--- config.mk ---
export PLATFORM = sky130hd
export DESIGN_NAME = fbik_merge
export DESIGN_NICKNAME = d
export VERILOG_FILES = /design/src/design/fbik_pkg.sv /design/src/design/fbik_merge.sv
export SDC_FILE = /design/constraint.sdc
export NUM_CORES = 1
export LEC_CHECK = 0
export CORE_UTILIZATION = 60
export DETAILED_ROUTE_END_ITERATION = 7
export DONT_BUFFER_PORTS = 1
export GPL_TIMING_DRIVEN = 0
export PLACE_DENSITY = 0.79
export SLEW_MARGIN = 20
export SYNTH_ARGS = -nofsm -noshare
export SYNTH_HDL_FRONTEND = slang
export SYNTH_SLANG_ARGS = --single-unit
--- constraint.sdc ---
create_clock -name clk_i -period 5.72 [get_ports clk_i]
set_clock_uncertainty 0.1 [all_clocks]
set_input_delay 0.572 -clock clk_i [delete_from_list [all_inputs] [get_ports clk_i]]
set_output_delay 0.572 -clock clk_i [all_outputs]
set_load 0.05 [all_outputs]
--- src/design/fbik_pkg.sv ---
package fbik_pkg;

  // Internal datapath widths, fixed by the pre-shift normalization of p, q, r
  localparam int MUL_W  = 30;  // multiplier operand
  localparam int PROD_W = 60;  // product and accumulator
  localparam int RAD_W  = 58;  // square root radicand
  localparam int ROOT_W = 29;  // square root result
  localparam int REM_W  = 32;  // square root remainder
  localparam int ND_W   = 31;  // atan numerator and denominator
  localparam int CX_W   = 44;  // rotation vector
  localparam int Z_W    = 32;  // accumulated angle, pi/2^30
  localparam int ANG_W  = 34;  // rounded output angle before the range check
  localparam int LINK_W = 13;
  localparam int LIM_W  = 14;
  localparam int CFG_IDX_W = 3;
  localparam int CFG_DATA_W = 14;
  localparam int CORDIC_STEPS = 28;

  // Configuration register indexes
  localparam logic [CFG_IDX_W-1:0] CFG_UPPER_A = 3'd0;
  localparam logic [CFG_IDX_W-1:0] CFG_LOWER_A = 3'd1;
  localparam logic [CFG_IDX_W-1:0] CFG_LOWER_B = 3'd2;
  localparam logic [CFG_IDX_W-1:0] CFG_UPPER_B = 3'd3;
  localparam logic [CFG_IDX_W-1:0] CFG_SPAN    = 3'd4;
  localparam logic [CFG_IDX_W-1:0] CFG_Y_MIN   = 3'd5;
  localparam logic [CFG_IDX_W-1:0] CFG_Y_MAX   = 3'd6;

  localparam int NUM_LANES = 4;

  typedef enum logic [2:0] {
    LS_IDLE,
    LS_MUL,
    LS_SQRT,
    LS_PREP,
    LS_NORM,
    LS_ROT,
    LS_FIN
  } lane_state_e;

  typedef struct packed {
    logic done;
    logic held;
  } lane_stat_t;

  // Arctangent of 2^-i in units of pi/2^30
  function automatic logic signed [Z_W-1:0] atan_tab(input logic [4:0] idx);
    logic signed [Z_W-1:0] v;
    case (idx)
      5'd0:  v = 32'sd268435456;
      5'd1:  v = 32'sd158466703;
      5'd2:  v = 32'sd83729454;
      5'd3:  v = 32'sd42502378;
      5'd4:  v = 32'sd21333665;
      5'd5:  v = 32'sd10677233;
      5'd6:  v = 32'sd5339919;
      5'd7:  v = 32'sd2670122;
      5'd8:  v = 32'sd1335082;
      5'd9:  v = 32'sd667543;
      5'd10: v = 32'sd333772;
      5'd11: v = 32'sd166886;
      5'd12: v = 32'sd83443;
      5'd13: v = 32'sd41722;
      5'd14: v = 32'sd20861;
      5'd15: v = 32'sd10430;
      5'd16: v = 32'sd5215;
      5'd17: v = 32'sd2608;
      5'd18: v = 32'sd1304;
      5'd19: v = 32'sd652;
      5'd20: v = 32'sd326;
      5'd21: v = 32'sd163;
      5'd22: v = 32'sd81;
      5'd23: v = 32'sd41;
      5'd24: v = 32'sd20;
      5'd25: v = 32'sd10;
      5'd26: v = 32'sd5;
      5'd27: v = 32'sd3;
      default: v = '0;
    endcase
    return v;
  endfunction

endpackage

--- src/design/fbik_merge.sv ---
module fbik_merge #(
  parameter int ANGLE_BITS = 16
) (
  input  logic                  clk_i,
  input  logic                  rst_ni,
  input  fbik_pkg::lane_stat_t  stat_i [fbik_pkg::NUM_LANES],
  input  logic [ANGLE_BITS-1:0] angle_i [fbik_pkg::NUM_LANES],
  input  logic                  out_stall_i,
  output logic                  out_valid_o,
  output logic [ANGLE_BITS-1:0] left_alpha_o,
  output logic [ANGLE_BITS-2:0] left_beta_o,
  output logic [ANGLE_BITS-1:0] right_alpha_o,
  output logic [ANGLE_BITS-2:0] right_beta_o,
  output logic                  left_alpha_held_o,
  output logic                  left_beta_held_o,
  output logic                  right_alpha_held_o,
  output logic                  right_beta_held_o,
  output logic                  free_o
);

  logic [fbik_pkg::NUM_LANES-1:0] seen_q;
  logic                           valid_q;
  logic                           load;

  // Load once every lane has finished and the output slot is open
  assign load   = (&seen_q) && (!valid_q || !out_stall_i);
  assign free_o = load;

  always_ff @(posedge clk_i or negedge rst_ni) begin
    if (!rst_ni) begin
      seen_q  <= '0;
      valid_q <= 1'b0;
    end else begin
      if (load) begin
        seen_q  <= '0;
        valid_q <= 1'b1;
      end else begin
        for (int i = 0; i < fbik_pkg::NUM_LANES; i++) begin
          if (stat_i[i].done) seen_q[i] <= 1'b1;
        end
        if (!out_stall_i) valid_q <= 1'b0;
      end
    end
  end

  // Output item register
  always_ff @(posedge clk_i) begin
    if (load) begin
      left_alpha_o       <= angle_i[0];
      left_beta_o        <= angle_i[1][ANGLE_BITS-2:0];
      right_alpha_o      <= angle_i[2];
      right_beta_o       <= angle_i[3][ANGLE_BITS-2:0];
      left_alpha_held_o  <= stat_i[0].held;
      left_beta_held_o   <= stat_i[1].held;
      right_alpha_held_o <= stat_i[2].held;
      right_beta_held_o  <= stat_i[3].held;
    end
  end

  assign out_valid_o = valid_q;

endmodule

==> out/metrics.cfg, run 1 <==
[outcome]
status=finished clean

[critical_path]
required_ns=5.05
crit_fanout=13
end_kind=output port
worst-setup-path-type=reg2out
startpoint_type=register
crit_arrival_ns=1.76
startpoint=out_valid_o$_DFFE_PN0P_
r2r-start=out_valid_o$_DFFE_PN0P_
reg2reg_to=right_beta_o[0]$_DFFE_PP_
worstRegToRegCells=3
reg2reg_slack_ns=3.76

[grt]
grt_pass1_wl_um=5020
track_usage_pct=19.5
grt_remaining_overflow=0
grt_pass1_vias=837
antenna_found_initial=0
grt_max_degree=29

[cells_and_area]
seq_area_mm2=0.00211
diodes=0
utilization_pct=72.1
area_growth_syn_to_layout_pct=12.4
final_area_mm2=0.00244
layout-drive-gt1-share_pct=16.5
final_cell_count_no_fill=149
multi_input_area_um2=76.3
fin_nets=174
final_common_cell=edfxtp_1
mostFrequentLayoutCells=edfxtp_1, clkbuf_4, dfrtp_1, nor2_1, a21oi_1
n_fill_cell=182

[worst_hold_path]
hp-start=angle_i[54]
hold-path-endpoint=left_alpha_o[6]$_DFFE_PP_
whs_path_depth=0
hold_path_class=in2reg

[cts]
clockRootBuffer=clkbuf_4
path_clk_slew_ns=0.10
post_cts_buffers=0
cts_sinks=71
clk_latency_ns=0.37
cts_max_level=3
cts_tree=yes
cts_buffers=9
clk_path_buf_depth=2

[synthesis]
synth_cells=84
synth-seq-cells=71
synth_compound_area_share_pct=1.15
yosysTopAreaCell=edfxtp_1
synthXorXnorAreaFrac_pct=0
syn_avg_cell_area_um2=25.9
synth_fa_ha_area_share_pct=0
synth_area_leaders=edfxtp_1, dfrtp_1, a21oi_1
synth_top_family_by_area=simple AND/OR/NAND/NOR gates
synth.area.mux_share_pct=0
synth_warnings=0
synth_top_cell_area_share_pct=91.2
synth.cell_area_mm2=0.00217
synth_nets=159
ys_seq_area_share_pct=97.0
synth_simple_gate_area_share_pct=1.84
synth.distinct_cells=7

[placement]
placed_cell_area_mm2=0.00231
place.gp.congestion=0.708
port_buffers=0
dp_hpwl_um=2680
dp_slack_ns=3.69
dp.cells=133

[power_and_ir_drop]
power_frac_comb_pct=10.9
netSwitchingFraction_pct=45.5
p_leak_nw=0.795
power_frac_clock_pct=15.3
sequentialPowerShare_pct=73.8
finalPower_mw=1.81
powerDensity_mw_per_mm2=740
switchingPower_mw=0.821
internal-power_mw=0.985
ir_drop_v=0.000447

[floorplanning]
initial_core_util_pct=64.1
core_area_mm2=0.00339
die_w_um=62.2
rows=21
fp.dieH_um=62.2
die_area_mm2=0.00386
io_pins=143

[sta]
clock.fmax_mhz=411
fin_crit_ns=2.43
setup_viol_count_final=0
fin_crit_sh_pct=42.6
slew_headroom_pct=61.7
whs_ns=0.181
grt_setup_unrepaired=no
final_max_slew_viol_count=0
fin_ws_ns=3.29
tightest_slew_ns=0.574
hold_violations=0
setup_tns_ns=0

[detailed_routing]
drc=0
wire_per_inst_um=23.5
drtPass1Iterations=4
drt_iter0_markers=101
num_vias=855
finalWirelength_um=3500
vias_per_cell=5.74
drt.antenna.violating_nets=0

[job]
maxCapViolCount=0

==> layout make-up <==
class,instances,area share [%]
clock buffer,10,2.92
sequential,71,86.3
clock inverter,5,2.05
tap,46,2.36
timing repair buffer,4,3.28
multi-input combinational,13,3.13
==> logic make-up after synthesis <==
logic type,Yosys count
flops,71
simple gates,8
compound gates,5
==> critical path, cell delays in order (launching register included) <==
cell     delay [ns]
dfrtp_1        0.61
a21oi_4        0.53
buf_16         0.23
==> power groups by stage <==
stage | logic, mW | registers (mW) | clock network (mW)
2_1_floorplan | 0.107 | 1.35 | 0
3_3_place_gp | 0.122 | 1.38 | 0
3_5_place_dp | 0.199 | 1.35 | 0
4_1_cts | 0.201 | 1.34 | 0.284
5_1_grt | 0.214 | 1.34 | 0.312
6_report | 0.197 | 1.33 | 0.276
==> layer usage <==
metal | up-vias | share of wire [%] | GRT usage, %
li1 | 366 | - | -
met1 | 393 | 34 | 20.8
met2 | 86 | 52 | 30.2
met3 | 10 | 11 | 9.74
met4 | 0 | 2.4 | 13.4
met5 | - | 0 | 0
==> worst max path at each step <==
| stage | to | slack, ns | cells past startpoint |
|---|---|---|---|
| after floorplan | free_o | 0.55 | 1 |
| after global routing | free_o | 3.19 | 2 |
| after global placement | right_alpha_o[7]$_DFFE_PP_ | -0.12 | 1 |
| after detailed placement | free_o | 3.69 | 2 |
| final | free_o | 3.29 | 2 |
| after CTS | free_o | 3.25 | 2 |
==> cells in the mapped netlist <==
master     n
a21oi_1    5
and4_4     1
dfrtp_1    5
edfxtp_1  66
nand2_1    2
nand4_1    1
nor2_1     4
==> sequential cells by signal, indices dropped and copies added (netlist names) <==
register / count
left_beta_o: 15
right_beta_o: 15
right_beta_held_o: 1
left_alpha_held_o: 1
seen_q: 4
right_alpha_o: 16
left_beta_held_o: 1
out_valid_o: 1
right_alpha_held_o: 1
left_alpha_o: 16
==> timing repair <==
| action | 4_1_cts | 5_1_grt |
|---|---|---|
| hold endpoints to repair | 5 | 0 |
| gates resized for setup | 0 | 0 |
| hold buffers | 1 | 0 |
(Power assumes the default switching activity.)
==> run 2: changes to the inputs <==
Clock period 5.72 ns to 2.45 ns, I/O delays scaled along.
==> out/metrics.cfg, run 2 <==
[cts]
cts_sinks=71
clockRootBuffer=clkbuf_4
cts_buffers=9
clk_path_buf_depth=2
post_cts_buffers=0
hold_buffers=76
cts_resized=0
cts_max_level=3

[synthesis]
synth_area_leaders=edfxtp_1, dfrtp_1, a21oi_1
syn_avg_cell_area_um2=25.9
synth_top_cell_area_share_pct=91.2
synth_nets=159
synth_top_family_by_area=simple AND/OR/NAND/NOR gates
synth.distinct_cells=7
yosysTopAreaCell=edfxtp_1
ys_seq_area_share_pct=97.0
synthArstFlopShare_pct=7.04
synth_commonest_cells=edfxtp_1, a21oi_1, dfrtp_1, nor2_1, nand2_1
synth-main-ff-cell=edfxtp_1
synth.area.mux_share_pct=0
synth.cell_area_mm2=0.00217
synth.most_common_cell=edfxtp_1
synth_simple_gate_area_share_pct=1.84
synth_cells=84
synth_edf_count=66
synth_warnings=0
synth-seq-cells=71
synth_fa_ha_area_share_pct=0
synth_compound_area_share_pct=1.15
synthXorXnorAreaFrac_pct=0

[outcome]
firstError=[ERROR DPL-0033] detailed placement checks failed during check placement.
status=did not finish
haltStage=4_1_cts

[floorplanning]
initial_core_util_pct=64.1
rows=21
io_pins=143
die_w_um=62.2
fp.dieH_um=62.2

[placement]
place.gp.congestion=0.691
dp_hpwl_um=2820
port_buffers=0

## run 2: cell counts after synthesis
No cell type changed its count.
## run 2: logic make-up after synthesis
logic type / count (synthesis)
and+or+nand+nor: 8
DFF: 71
AOI/OAI and AO/OA: 5
## run 2: metrics by stage
stage | TNS (ns) | setup WS, ns | instance area [um2] | std cells | hold slack, ns
global placement | -15.65 | -0.238 | 2240 | 130 | -0.150
floorplan | 0 | 0.00717 | 2180 | 84 | -0.151
detailed placement | 0 | 0.597 | 2320 | 133 | -0.150
==> run 3: changes to the inputs <==
Settings changed: CORE_UTILIZATION 60 to 40, PLACE_DENSITY 0.79 to not set, PLACE_DENSITY_LB_ADDON set to 0.15.
==> out/metrics.cfg, run 3 (synthesis results as in run 1) <==
[outcome]
status=finished clean

[sta]
whs_ns=0.0415
tightest_slew_ns=0.543
clock.fmax_mhz=510
hold_violations=0
fin_crit_sh_pct=80.0
fin_crit_ns=1.96
fin_ws_ns=0.490
slew_headroom_pct=63.7
grt_setup_unrepaired=no
final_max_slew_viol_count=0
setup_viol_count_final=0

[job]
maxCapViolCount=0

[power_and_ir_drop]
ir_drop_v=0.000801
powerDensity_mw_per_mm2=1400
p_leak_nw=1.12

[floorplanning]
initial_core_util_pct=42.0
core_area_mm2=0.00517
fp.dieH_um=75.7
die_area_mm2=0.00573
rows=26
io_pins=143
die_w_um=75.7

[cells_and_area]
diodes=0
final_common_cell=dlygate4sd3_1
n_fill_cell=364
top_regs=left_alpha_o: 16 flops, right_alpha_o: 16 flops
fin_nets=244
area_growth_syn_to_layout_pct=49.4
layout-drive-gt1-share_pct=10.3
mostFrequentLayoutCells=dlygate4sd3_1, edfxtp_1, clkbuf_8

[cts]
clk_latency_ns=0.32
cts_resized=0
clockRootBuffer=clkbuf_8
cts_buffers=9
cts_max_level=3
clk_path_buf_depth=2
cts_tree=yes
post_cts_buffers=0
cts_sinks=71
path_clk_slew_ns=0.07

[critical_path]
worst-setup-path-type=reg2out
end_kind=output port
startpoint_type=register
required_ns=2.11
crit_arrival_ns=1.61
crit_fanout=12

[detailed_routing]
drtPass1Iterations=3
vias_per_cell=4.55
num_vias=1110
wire_per_inst_um=17.0
drt_iter0_markers=45
drt.antenna.violating_nets=0
finalWirelength_um=4150
drc=0

[placement]
dp_hpwl_um=2780
place.gp.congestion=0.696
dp_slack_ns=0.561
port_buffers=0

[grt]
grt_pass1_wl_um=5480
grt_pass1_vias=1112
antenna_found_initial=0
track_usage_pct=14.3
grt_remaining_overflow=0
grt_max_degree=28

[worst_hold_path]
hold_path_class=in2reg

## run 3: area by class of cell
type,count,area [um2],share of cell area (%)
Sequential cell,71,2110,65.0
Timing Repair Buffer,74,793,24.5
Clock buffer,10,128,3.93
Tap cell,70,87.6,2.70
Multi-Input combinational cell,13,76.3,2.35
Clock inverter,6,51.3,1.58
## run 3: through the flow
step / util, % / power [mW] / instances / cell area, um2 / setup TNS, ns
floorplan: - / 3.37 / 84 / 2180 / 0
global placement: 43.9 / 3.48 / 154 / 2270 / -19.55
detailed placement: 45.5 / 3.65 / 157 / 2350 / 0
CTS: 62.7 / 4.58 / 244 / 3240 / 0
global route: 62.7 / 4.70 / 244 / 3240 / 0
finish: 62.7 / 4.54 / 244 / 3240 / 0
## run 3: worst paths after layout
path / slack [ns] / cells after the start / endpoint / startpoint
worst min-delay path: 0.04 / 2 / out_valid_o$_DFFE_PN0P_ / out_stall_i
max in group asynchronous: 1.92 / 1 / out_valid_o$_DFFE_PN0P_ / rst_ni
min in group asynchronous: 0.11 / 1 / seen_q[3]$_DFFE_PN0P_ / rst_ni
worst max register to register: 0.57 / 3 / left_alpha_o[8]$_DFFE_PP_ / out_valid_o$_DFFE_PN0P_
worst max-delay path: 0.49 / 2 / free_o / out_valid_o$_DFFE_PN0P_
worst min register to register: 0.47 / 2 / seen_q[1]$_DFFE_PN0P_ / seen_q[1]$_DFFE_PN0P_
## run 3: where the power goes
part | leakage [nW] | internal [mW] | switching (mW)
registers | 0.666 | 1.85 | 1.28
logic | 0.361 | 0.257 | 0.330
clock network | 0.0925 | 0.456 | 0.375
## run 3: worst max-delay path, stage by stage, from the launching register on
cell and delay (ns):
dfrtp_2 0.53, a21oi_4 0.52, buf_16 0.23
## run 3: what timing repair did
action | 4_1_cts | 5_1_grt
endpoints found under the hold margin | 75 | 0
endpoints found under the setup margin | 0 | 0
hold buffers | 71 | 0
## run 3: layer usage
| layer | global-route usage [%] | share of wire, % |
|---|---|---|
| met4 | 9.26 | 1.8 |
| met3 | 4.37 | 6.6 |
| met2 | 24.9 | 53 |
| met5 | 0 | 0 |
| met1 | 15.0 | 39 |
